===== config.mk =====
export PLATFORM = sky130hd
export DESIGN_NAME = rk4_ode_stepper_core_flat
export DESIGN_NICKNAME = d
export VERILOG_FILES = /design/src/design/rk4_pkg.sv /design/src/design/rk4_in_if.sv /design/src/design/rk4_out_if.sv /design/src/design/rk4_cfg_if.sv /design/src/design/rk4_div3.sv /design/src/design/rk4_ode_stepper_core.sv /design/src/flat_wrapper.sv
export SDC_FILE = /design/constraint.sdc
export NUM_CORES = 2
export LEC_CHECK = 0
export BUFFER_PORTS_ARGS = -buffer_cell sky130_fd_sc_hd__buf_2
export CORE_ASPECT_RATIO = 0.75
export CORE_MARGIN = 2
export CORE_UTILIZATION = 65
export CTS_CLUSTER_SIZE = 30
export DETAILED_ROUTE_END_ITERATION = 10
export GPL_TIMING_DRIVEN = 1
export MAX_ROUTING_LAYER = met4
export PLACE_DENSITY = 0.86
export SYNTH_ARGS = -nofsm -noshare
export SYNTH_HDL_FRONTEND = slang
export SYNTH_SLANG_ARGS = --single-unit
export TNS_END_PERCENT = 5

===== constraint.sdc =====
create_clock -name clk -period 28.5 [get_ports clk]
set_input_delay 5.7 -clock clk [delete_from_list [all_inputs] [get_ports clk]]
set_output_delay 5.7 -clock clk [all_outputs]
set_load 0.1 [all_outputs]

===== src/design/rk4_pkg.sv =====
// ----------------------------------------------------------------------------
// rk4_pkg
// Shared widths, codes and types of the RK4 ODE stepper.
// ----------------------------------------------------------------------------
package rk4_pkg;

  localparam int FRAC_BITS_DEF = 24;
  localparam int DATA_W        = 32;
  localparam int STEP_W        = 31;
  localparam int CFG_IDX_W     = 3;
  localparam int SUM_W         = 36;

  // divide by three through a shift-and-add reciprocal, one step a cycle
  localparam int DIV_W         = 36;
  localparam int DIV_STEPS     = 6;
  localparam int DIV_CNT_W     = $clog2(DIV_STEPS);
  localparam int DIV_REM_W     = 5;

  typedef enum logic [CFG_IDX_W-1:0] {
    REG_COEF_Y       = 3'd0,
    REG_COEF_X_SQ    = 3'd1,
    REG_COEF_X       = 3'd2,
    REG_COEF_CONST   = 3'd3,
    REG_STEP_SIZE    = 3'd4,
    REG_START_VALUE  = 3'd5
  } cfg_reg_t;

  typedef enum logic [3:0] {
    ST_IDLE,
    ST_XX,
    ST_AY,
    ST_BXX,
    ST_CX,
    ST_CX_ADD,
    ST_ADD_D,
    ST_SUM,
    ST_YOP,
    ST_DIV_START,
    ST_DIV_WAIT,
    ST_INCR_MUL,
    ST_INCR_POST,
    ST_OUT
  } state_t;

  typedef struct packed {
    logic busy;
    logic done;
  } div_stat_t;

endpackage


===== src/design/rk4_in_if.sv =====
// ----------------------------------------------------------------------------
// rk4_in_if
// Input channel: one step request per transaction.
// ----------------------------------------------------------------------------
interface rk4_in_if;
  logic valid;
  logic ready;
  logic restart;

  modport source (output valid, output restart, input ready);
  modport sink (input valid, input restart, output ready);
endinterface


===== src/design/rk4_out_if.sv =====
// ----------------------------------------------------------------------------
// rk4_out_if
// Result channel: new position and value after one step.
// ----------------------------------------------------------------------------
interface rk4_out_if;
  import rk4_pkg::*;

  logic                     valid;
  logic                     ready;
  logic signed [DATA_W-1:0] position;
  logic signed [DATA_W-1:0] value;

  modport source (output valid, output position, output value, input ready);
  modport sink (input valid, input position, input value, output ready);
endinterface


===== src/design/rk4_cfg_if.sv =====
// ----------------------------------------------------------------------------
// rk4_cfg_if
// Configuration write channel: register index and write data.
// ----------------------------------------------------------------------------
interface rk4_cfg_if;
  import rk4_pkg::*;

  logic                 valid;
  logic                 ready;
  logic [CFG_IDX_W-1:0] index;
  logic [DATA_W-1:0]    data;

  modport source (output valid, output index, output data, input ready);
  modport sink (input valid, input index, input data, output ready);
endinterface


===== src/design/rk4_div3.sv =====
// ----------------------------------------------------------------------------
// rk4_div3
// Unsigned divide by three: shift-and-add reciprocal estimate, then a
// small remainder fix, one step per cycle.
// ----------------------------------------------------------------------------
module rk4_div3 (
  input  logic                     clk,
  input  logic                     rst_n,
  input  logic                     start,
  input  logic [rk4_pkg::DIV_W-1:0] dividend,
  output rk4_pkg::div_stat_t       stat,
  output logic [rk4_pkg::DIV_W-1:0] quotient
);
  import rk4_pkg::*;

  localparam logic [DIV_CNT_W-1:0] CNT_ONE  = DIV_CNT_W'(1);
  localparam logic [DIV_CNT_W-1:0] REM_STEP = DIV_CNT_W'(4);

  logic [DIV_W-1:0]     num_r, num_nxt;
  logic [DIV_W-1:0]     q_r, q_nxt;
  logic [DIV_REM_W-1:0] rem_r, rem_nxt;
  logic [DIV_CNT_W-1:0] cnt_r, cnt_nxt;
  logic                 busy_r, busy_nxt;
  logic                 done_r, done_nxt;
  logic [DIV_W-1:0]     q_sh;
  logic [DIV_W-1:0]     q_x3;
  logic [DIV_REM_W+3:0] rem_x11;

  // 1/3 = 5/16 * (1 + 2^-4) * (1 + 2^-8) * (1 + 2^-16) * (1 + 2^-32) ...
  always_comb begin
    case (cnt_r)
      DIV_CNT_W'(0): q_sh = q_r >> 4;
      DIV_CNT_W'(1): q_sh = q_r >> 8;
      DIV_CNT_W'(2): q_sh = q_r >> 16;
      default:       q_sh = q_r >> 32;
    endcase
  end

  assign q_x3    = q_r + {q_r[DIV_W-2:0], 1'b0};
  // floor(r * 11 / 32) equals floor(r / 3) for the small remainders left here
  assign rem_x11 = (DIV_REM_W+4)'(rem_r) * (DIV_REM_W+4)'(11);

  always_comb begin
    num_nxt  = num_r;
    q_nxt    = q_r;
    rem_nxt  = rem_r;
    cnt_nxt  = cnt_r;
    busy_nxt = busy_r;
    done_nxt = 1'b0;
    if (start) begin
      num_nxt  = dividend;
      q_nxt    = (dividend >> 2) + (dividend >> 4);
      rem_nxt  = '0;
      cnt_nxt  = '0;
      busy_nxt = 1'b1;
    end else if (busy_r) begin
      cnt_nxt = cnt_r + CNT_ONE;
      if (cnt_r < REM_STEP) begin
        q_nxt = q_r + q_sh;
      end else if (cnt_r == REM_STEP) begin
        // truncation leaves the estimate a few short, never over
        rem_nxt = DIV_REM_W'(num_r - q_x3);
      end else begin
        q_nxt    = q_r + DIV_W'(rem_x11[DIV_REM_W+3:5]);
        busy_nxt = 1'b0;
        done_nxt = 1'b1;
      end
    end
  end

  always_ff @(posedge clk) begin
    if (!rst_n) begin
      busy_r <= 1'b0;
      done_r <= 1'b0;
      cnt_r  <= '0;
    end else begin
      busy_r <= busy_nxt;
      done_r <= done_nxt;
      cnt_r  <= cnt_nxt;
    end
  end

  always_ff @(posedge clk) begin
    num_r <= num_nxt;
    q_r   <= q_nxt;
    rem_r <= rem_nxt;
  end

  assign stat.busy = busy_r;
  assign stat.done = done_r;
  assign quotient  = q_r;

endmodule


===== src/design/rk4_ode_stepper_core.sv =====
// ----------------------------------------------------------------------------
// rk4_ode_stepper_core
// Fixed-step fourth-order Runge-Kutta integrator for y' = a*y + b*x^2 + c*x + d.
// ----------------------------------------------------------------------------
// Each input transaction advances x and y by one step h (after an optional
// restart at x = 0, y = start_value) and returns the new pair in signed fixed
// point with FRAC_BITS fraction bits, saturated to 32 bits. A step stalls while
// an earlier result is still waiting, and the next request is taken in the
// cycle the result appears: the twenty products of the four slope evaluations
// and the final update run one after another through a single registered
// 32x32 multiplier, and the weighted slope sum is divided by six with a
// shift-and-add reciprocal. The user must see that configuration is written
// only while idle; the block itself does not enforce it. The configuration
// port is always ready.
module rk4_ode_stepper_core #(
  parameter int FRAC_BITS = rk4_pkg::FRAC_BITS_DEF
) (
  input  logic        clk,
  input  logic        rst_n,
  rk4_cfg_if.sink     cfg_ch,
  rk4_in_if.sink      in_ch,
  rk4_out_if.source   out_ch
);
  import rk4_pkg::*;

  localparam logic [63:0] ONE_WIDE = 64'd1 << FRAC_BITS;
  localparam logic signed [DATA_W-1:0] ONE_Q     = DATA_W'(ONE_WIDE);
  localparam logic signed [DATA_W-1:0] TWO_Q     = DATA_W'(ONE_WIDE << 1);
  localparam logic signed [DATA_W-1:0] NEG_TWO_Q = DATA_W'(64'd0 - (ONE_WIDE << 1));
  localparam logic [STEP_W-1:0]        STEP_RST  = STEP_W'(ONE_WIDE / 1000);
  localparam logic [SUM_W:0]           DIV_OFFSET = (SUM_W + 1)'(64'd6 << 32);
  localparam logic signed [DATA_W-1:0] MAX_Q = {1'b0, {(DATA_W-1){1'b1}}};
  localparam logic signed [DATA_W-1:0] MIN_Q = {1'b1, {(DATA_W-1){1'b0}}};

  state_t state_r, state_nxt;

  logic signed [DATA_W-1:0] coef_y_r, coef_xsq_r, coef_x_r, coef_c_r, start_r;
  logic [STEP_W-1:0]        step_r;
  logic signed [DATA_W-1:0] x_r, y_r, xo_r, yo_r, xx_r, acc_r;
  logic signed [SUM_W-1:0]  sum_r;
  logic signed [63:0]       p_r;
  logic [1:0]               kidx_r;
  logic                     out_valid_r;
  logic signed [DATA_W-1:0] out_pos_r, out_val_r;

  logic                     mul_en;
  logic signed [DATA_W-1:0] mul_a, mul_b;
  logic signed [63:0]       prod;
  logic signed [DATA_W-1:0] h_s, half_h_s, xm, xe;
  logic signed [SUM_W-1:0]  acc_ext;
  logic [SUM_W:0]           div_u;
  logic                     div_start;
  div_stat_t                div_stat;
  logic [DIV_W-1:0]         div_quot;
  logic                     in_accept, out_free;

  function automatic logic signed [DATA_W-1:0] sat_add(
    input logic signed [DATA_W-1:0] a,
    input logic signed [DATA_W-1:0] b
  );
    logic signed [DATA_W:0] s;
    s = {a[DATA_W-1], a} + {b[DATA_W-1], b};
    if (s[DATA_W] != s[DATA_W-1]) begin
      return s[DATA_W] ? MIN_Q : MAX_Q;
    end
    return s[DATA_W-1:0];
  endfunction

  // floor shift of a full product back to the fixed-point grid, then clamp
  function automatic logic signed [DATA_W-1:0] fix_post(
    input logic signed [63:0] p,
    input logic               extra
  );
    logic signed [63:0] r;
    r = p >>> (FRAC_BITS + int'(extra));
    if ((&r[63:DATA_W-1]) || !(|r[63:DATA_W-1])) begin
      return r[DATA_W-1:0];
    end
    return r[63] ? MIN_Q : MAX_Q;
  endfunction

  assign h_s      = {1'b0, step_r};
  assign half_h_s = {2'b00, step_r[STEP_W-1:1]};
  assign xm       = sat_add(x_r, half_h_s);
  assign xe       = sat_add(x_r, h_s);
  assign prod     = mul_a * mul_b;
  assign acc_ext  = {{(SUM_W-DATA_W){acc_r[DATA_W-1]}}, acc_r};
  // offset by a multiple of six keeps the dividend nonnegative
  assign div_u    = {sum_r[SUM_W-1], sum_r} + DIV_OFFSET;

  assign in_accept    = in_ch.valid && in_ch.ready;
  assign out_free     = !out_valid_r || out_ch.ready;
  assign in_ch.ready  = (state_r == ST_IDLE);
  assign cfg_ch.ready = 1'b1;

  rk4_div3 u_div3 (
    .clk      (clk),
    .rst_n    (rst_n),
    .start    (div_start),
    .dividend (div_u[SUM_W:1]),
    .stat     (div_stat),
    .quotient (div_quot)
  );

  always_ff @(posedge clk) begin
    if (!rst_n) begin
      state_r <= ST_IDLE;
    end else begin
      state_r <= state_nxt;
    end
  end

  always_comb begin
    state_nxt = state_r;
    mul_en    = 1'b0;
    mul_a     = '0;
    mul_b     = '0;
    div_start = 1'b0;
    case (state_r)
      ST_IDLE: begin
        if (in_ch.valid) state_nxt = ST_XX;
      end
      ST_XX: begin
        mul_en    = 1'b1;
        mul_a     = xo_r;
        mul_b     = xo_r;
        state_nxt = ST_AY;
      end
      ST_AY: begin
        mul_en    = 1'b1;
        mul_a     = coef_y_r;
        mul_b     = yo_r;
        state_nxt = ST_BXX;
      end
      ST_BXX: begin
        mul_en    = 1'b1;
        mul_a     = coef_xsq_r;
        mul_b     = xx_r;
        state_nxt = ST_CX;
      end
      ST_CX: begin
        mul_en    = 1'b1;
        mul_a     = coef_x_r;
        mul_b     = xo_r;
        state_nxt = ST_CX_ADD;
      end
      ST_CX_ADD: state_nxt = ST_ADD_D;
      ST_ADD_D:  state_nxt = ST_SUM;
      ST_SUM: begin
        if (kidx_r == 2'd3) begin
          state_nxt = ST_DIV_START;
        end else begin
          mul_en    = 1'b1;
          mul_a     = h_s;
          mul_b     = acc_r;
          state_nxt = ST_YOP;
        end
      end
      ST_YOP: state_nxt = ST_XX;
      ST_DIV_START: begin
        div_start = 1'b1;
        state_nxt = ST_DIV_WAIT;
      end
      ST_DIV_WAIT: begin
        if (div_stat.done) state_nxt = ST_INCR_MUL;
      end
      ST_INCR_MUL: begin
        mul_en    = 1'b1;
        mul_a     = h_s;
        mul_b     = div_quot[DATA_W-1:0];
        state_nxt = ST_INCR_POST;
      end
      ST_INCR_POST: state_nxt = ST_OUT;
      ST_OUT: begin
        if (out_free) state_nxt = ST_IDLE;
      end
      default: state_nxt = ST_IDLE;
    endcase
  end

  // configuration, integrator state and result handshake
  always_ff @(posedge clk) begin
    if (!rst_n) begin
      coef_y_r    <= NEG_TWO_Q;
      coef_xsq_r  <= TWO_Q;
      coef_x_r    <= TWO_Q;
      coef_c_r    <= '0;
      step_r      <= STEP_RST;
      start_r     <= ONE_Q;
      x_r         <= '0;
      y_r         <= ONE_Q;
      out_valid_r <= 1'b0;
    end else begin
      if (cfg_ch.valid) begin
        case (cfg_ch.index)
          REG_COEF_Y:      coef_y_r   <= cfg_ch.data;
          REG_COEF_X_SQ:   coef_xsq_r <= cfg_ch.data;
          REG_COEF_X:      coef_x_r   <= cfg_ch.data;
          REG_COEF_CONST:  coef_c_r   <= cfg_ch.data;
          REG_STEP_SIZE:   step_r     <= cfg_ch.data[STEP_W-1:0];
          REG_START_VALUE: start_r    <= cfg_ch.data;
          default: ;
        endcase
      end
      if (in_accept && in_ch.restart) begin
        x_r <= '0;
        y_r <= start_r;
      end
      if (state_r == ST_INCR_POST) begin
        x_r <= xe;
        y_r <= sat_add(y_r, fix_post(p_r, 1'b0));
      end
      if (state_r == ST_OUT && out_free) begin
        out_valid_r <= 1'b1;
      end else if (out_ch.ready) begin
        out_valid_r <= 1'b0;
      end
    end
  end

  // slope datapath around the shared multiplier
  always_ff @(posedge clk) begin
    if (mul_en) p_r <= prod;
    if (state_r == ST_OUT && out_free) begin
      out_pos_r <= x_r;
      out_val_r <= y_r;
    end
    case (state_r)
      ST_IDLE: begin
        if (in_accept) begin
          xo_r   <= in_ch.restart ? '0 : x_r;
          yo_r   <= in_ch.restart ? start_r : y_r;
          sum_r  <= '0;
          kidx_r <= '0;
        end
      end
      ST_AY:  xx_r  <= fix_post(p_r, 1'b0);
      ST_BXX: acc_r <= fix_post(p_r, 1'b0);
      ST_CX, ST_CX_ADD: acc_r <= sat_add(acc_r, fix_post(p_r, 1'b0));
      ST_ADD_D: acc_r <= sat_add(acc_r, coef_c_r);
      ST_SUM: begin
        // middle slopes carry weight two
        if (kidx_r == 2'd1 || kidx_r == 2'd2) begin
          sum_r <= sum_r + (acc_ext <<< 1);
        end else begin
          sum_r <= sum_r + acc_ext;
        end
      end
      ST_YOP: begin
        // first two trial points use half a step, the last one a full step
        yo_r   <= sat_add(y_r, fix_post(p_r, !kidx_r[1]));
        xo_r   <= (kidx_r == 2'd2) ? xe : xm;
        kidx_r <= kidx_r + 2'd1;
      end
      default: ;
    endcase
  end

  assign out_ch.valid    = out_valid_r;
  assign out_ch.position = out_pos_r;
  assign out_ch.value    = out_val_r;

endmodule


===== src/flat_wrapper.sv =====
// flat-port wrapper written by rule: the top's interface ports become plain ports
module rk4_ode_stepper_core_flat import rk4_pkg::*;
#(
  parameter int FRAC_BITS = rk4_pkg::FRAC_BITS_DEF
)
  (clk, rst_n, cfg_ch_valid, cfg_ch_index, cfg_ch_data, cfg_ch_ready, in_ch_valid, in_ch_restart, in_ch_ready, out_ch_valid, out_ch_position, out_ch_value, out_ch_ready);
  rk4_cfg_if cfg_ch_i ();
  rk4_in_if in_ch_i ();
  rk4_out_if out_ch_i ();
  input  logic clk;
  input  logic rst_n;
  input wire logic [$bits(cfg_ch_i.valid)-1:0] cfg_ch_valid;
  input wire logic [$bits(cfg_ch_i.index)-1:0] cfg_ch_index;
  input wire logic [$bits(cfg_ch_i.data)-1:0] cfg_ch_data;
  output wire logic [$bits(cfg_ch_i.ready)-1:0] cfg_ch_ready;
  input wire logic [$bits(in_ch_i.valid)-1:0] in_ch_valid;
  input wire logic [$bits(in_ch_i.restart)-1:0] in_ch_restart;
  output wire logic [$bits(in_ch_i.ready)-1:0] in_ch_ready;
  output wire logic [$bits(out_ch_i.valid)-1:0] out_ch_valid;
  output wire logic [$bits(out_ch_i.position)-1:0] out_ch_position;
  output wire logic [$bits(out_ch_i.value)-1:0] out_ch_value;
  input wire logic [$bits(out_ch_i.ready)-1:0] out_ch_ready;
  assign cfg_ch_i.valid = cfg_ch_valid;
  assign cfg_ch_i.index = cfg_ch_index;
  assign cfg_ch_i.data = cfg_ch_data;
  assign cfg_ch_ready = cfg_ch_i.ready;
  assign in_ch_i.valid = in_ch_valid;
  assign in_ch_i.restart = in_ch_restart;
  assign in_ch_ready = in_ch_i.ready;
  assign out_ch_valid = out_ch_i.valid;
  assign out_ch_position = out_ch_i.position;
  assign out_ch_value = out_ch_i.value;
  assign out_ch_i.ready = out_ch_ready;
  rk4_ode_stepper_core #(.FRAC_BITS(FRAC_BITS)) u_core (.clk(clk), .rst_n(rst_n), .cfg_ch(cfg_ch_i), .in_ch(in_ch_i), .out_ch(out_ch_i));
endmodule

==> impl_metrics.py <==
metrics = {
    "layout": {
        "fillerInstances": 9013,
        "fin_nets": 10300,
        "drive_above_1_share": 0.0539,
        "multi_input_comb_area_um2": 56300,
        "syn_to_final_growth_pct": 6.44,
        "largest_reg_flops": 40,
        "regArea_um2": 14700,
        "post-route-cell-area_um2": 81400,
        "fin_cells": 10200,
        "regMostFlops": "u_core.p_r",
    },
    "pwr": {
        "powerDensity_nw_per_um2": 73.5,
        "total_power_w": 0.00598,
        "p_leak_nw": 37.9,
        "ir_drop_v": 0.000164,
    },
    "synthesis": {
        "yosysWarnings": 0,
        "yosys_register_bits": 581,
        "ys.flop_type": "edfxtp_1",
        "syn_area_um2": 76500,
        "synth-edff-count": 311,
        "syn-mean-instance-area_um2": 8.81,
        "synth.distinct_cells": 93,
        "ys_async_sr_fraction": 0,
        "synth-seq-area-share": 0.193,
        "ys_top_cells_by_area": "fa_1 (29%), edfxtp_1 (12%), ha_1 (8.6%), dfxtp_1 (7.1%), nand2_1 (6.4%)",
        "synth_top_cell_area_share": 0.287,
        "yosys.area.top_type": "fa_1",
        "synth_cells": 8683,
        "syn-num-nets": 10300,
    },
    "floorplanning": {
        "die_x_um": 400,
        "fp.coreArea_um2": 116000,
        "rows": 108,
        "die-area_um2": 120000,
        "start_util": 0.658,
        "ios": 108,
        "die_h_um": 301,
    },
    "outcome": {
        "failed_checks": "capacitance limit",
        "outcome": "finished with violations",
    },
    "clocking": {
        "clock_sinks": 581,
        "ctsHoldBuffers": 0,
        "post_cts_resize_count": 0,
        "clockBufferDepth": 3,
        "htree_num_levels": 3,
        "cts_buffers": 68,
        "clockRootBuffer": "clkbuf_16",
        "cts_setup_buffers": 0,
        "clkTransAtPathRegs_ps": 60,
        "cts_tree": "built",
        "worstSkewPairLatency_ps": 700,
    },
    "route": {
        "drtIter0Drc": 10300,
        "drtPass1Iterations": 10,
        "vias": 68300,
        "drt-vias-per-instance": 6.67,
        "ant_nets": 0,
        "drt-total-wl_mm": 289,
        "avgRoutedWirePerCell_um": 28.3,
        "remaining_drc_errors": 0,
    },
    "timing": {
        "tightest_slew_ps": 1480,
        "rsz0062_at_grt": "false",
        "relSlewSlack": 0.00844,
        "tns_ps": 0,
        "fin_crit_ps": 12160,
        "skew_ps": 74.7,
        "finalHoldViolations": 0,
        "fin_crit_sh": 0.427,
        "slew_viol_final": 0,
        "fmax_ghz": 0.0822,
        "setup_violations": 0,
    },
    "placed_design": {
        "placed_area_um2": 79000,
        "gp_congestion": 1.07,
        "dp_hpwl_mm": 218,
        "io_buffer_count": 106,
        "place_inst": 10100,
    },
    "global_routing": {
        "grt_util_all_layers": 0.499,
        "antenna_found_initial": 27,
        "grt_start_max_net_pins": 111,
        "grt_first_pass_wirelength_mm": 428,
        "globalRoute.totalOverflow": 0,
        "first_global_vias": 67000,
    },
    "critical_path": {
        "crit_start": "u_core.state_r[2]$_SDFFE_PN0P_",
        "critPathMaxStageDelay_ps": 1040,
        "cp_max_fo": 49,
        "critPathRequiredTime_ps": 28930,
        "r2r_setup_slack_ps": 16340,
        "r2r-start": "u_core.state_r[2]$_SDFFE_PN0P_",
        "startpoint_type": "register",
        "path_class": "register to register",
        "crit_slowest_cell": "a221o_1",
        "crit_top_cell": "fa_1",
        "end_kind": "register",
        "worstPathArrival_ps": 12590,
    },
    "min_path": {
        "min_path_type": "register to register",
        "hold_start": "u_core.coef_y_r[15]$_SDFFE_PN0P_",
    },
    "job": {
        "maxCapViolCount": 1,
    },
}
==> cells by family (layout without fill, tap and decap cells) <==
kind of cell,count (synthesis),after routing,share of synthesized area
AOI/OAI and AO/OA,1857,1857,0.163
xor gates and xnor gates,326,326,0.0373
adders and majority gates,1619,1619,0.372
buffers and inverters,1545,1525,0.0761
DFF,581,581,0.193
muxes,83,83,0.0109
other,1,35,0.0000490
and+or+nand+nor,2671,2671,0.148
==> worst paths after layout <==
check | end | cells past startpoint
worst max-delay path | u_core.p_r[62]$_DFFE_PP_ | 31
worst min-delay path | u_core.coef_y_r[15]$_SDFFE_PN0P_ | 2
worst max register to register | u_core.p_r[62]$_DFFE_PP_ | 31
worst min register to register | u_core.coef_y_r[15]$_SDFFE_PN0P_ | 2
==> worst max-delay path, delay by kind of cell, from the launching register on <==
kind	cells	cell delay, ps
and+or+nand+nor	7	1390
DFF	1	900
adders and majority gates	9	4840
buffers and inverters	9	2420
xor gates and xnor gates	1	160
AOI/OAI and AO/OA	5	2100
==> per-layer routing <==
metal	global-route usage	part of all wire	wire, µm
met3	0.226	0.18	51300
met5	-	0	0
met2	0.635	0.38	110000
met1	0.667	0.38	109000
met4	0.243	0.064	18600
==> cells in the mapped netlist (28+ instances only) <==
cell and n:
nand2_1 1312, inv_1 1137, fa_1 1095, nor2_1 776, ha_1 524, a21oi_1 427
clkbuf_1 377, edfxtp_1 311, o21ai_0 303, dfxtp_1 270, a21o_1 228, xnor2_1 222
a21boi_0 194, nand3_1 153, a22oi_1 124, xor2_1 104, o21a_1 85, mux2i_1 81
and3_1 69, a211oi_1 64, nand2b_1 60, nor2b_1 59, nor3_1 57, a31oi_1 54
and2_1 54, o22ai_1 39, o211ai_1 37, a221oi_1 35, nand4_1 35, o21bai_1 34
a221o_1 29, or3_1 28
==> report_power, final <==
part	switching [W]	internal (W)	total, W
Sequential	0.000145	0.00105	0.00119
Combinational	0.00248	0.00137	0.00384
Clock	0.000414	0.000533	0.000948
==> placed cells by master, fill, tap and decap left out, types with 194 or more instances in the layout <==
cell type / instances
o21ai_0: 301
a21oi_1: 427
nor2_1: 766
inv_1: 1137
dfxtp_1: 270
ha_1: 524
xnor2_1: 222
edfxtp_1: 311
a21o_1: 228
nand2_1: 1311
fa_1: 1095
a21boi_0: 194
==> area by class of cell <==
class	instances	area share
multi-input cells	6557	0.692
flip-flops and latches	581	0.181
inverters	1138	0.0525
well taps	1540	0.0237
clock buffers	94	0.0235
repair buffers	262	0.0210
clock inverters	31	0.00519
diodes	34	0.00105
==> stage by stage <==
step	utilization	hold WS (ps)	worst slack, ps
floorplan	-	441	17720
global route	0.700	483	15880
finish	0.701	468	16340
global placement	0.680	450	16830
CTS	0.700	469	16610
detailed placement	0.680	456	16650
Note: power is estimated with default switching activity, not from simulation.
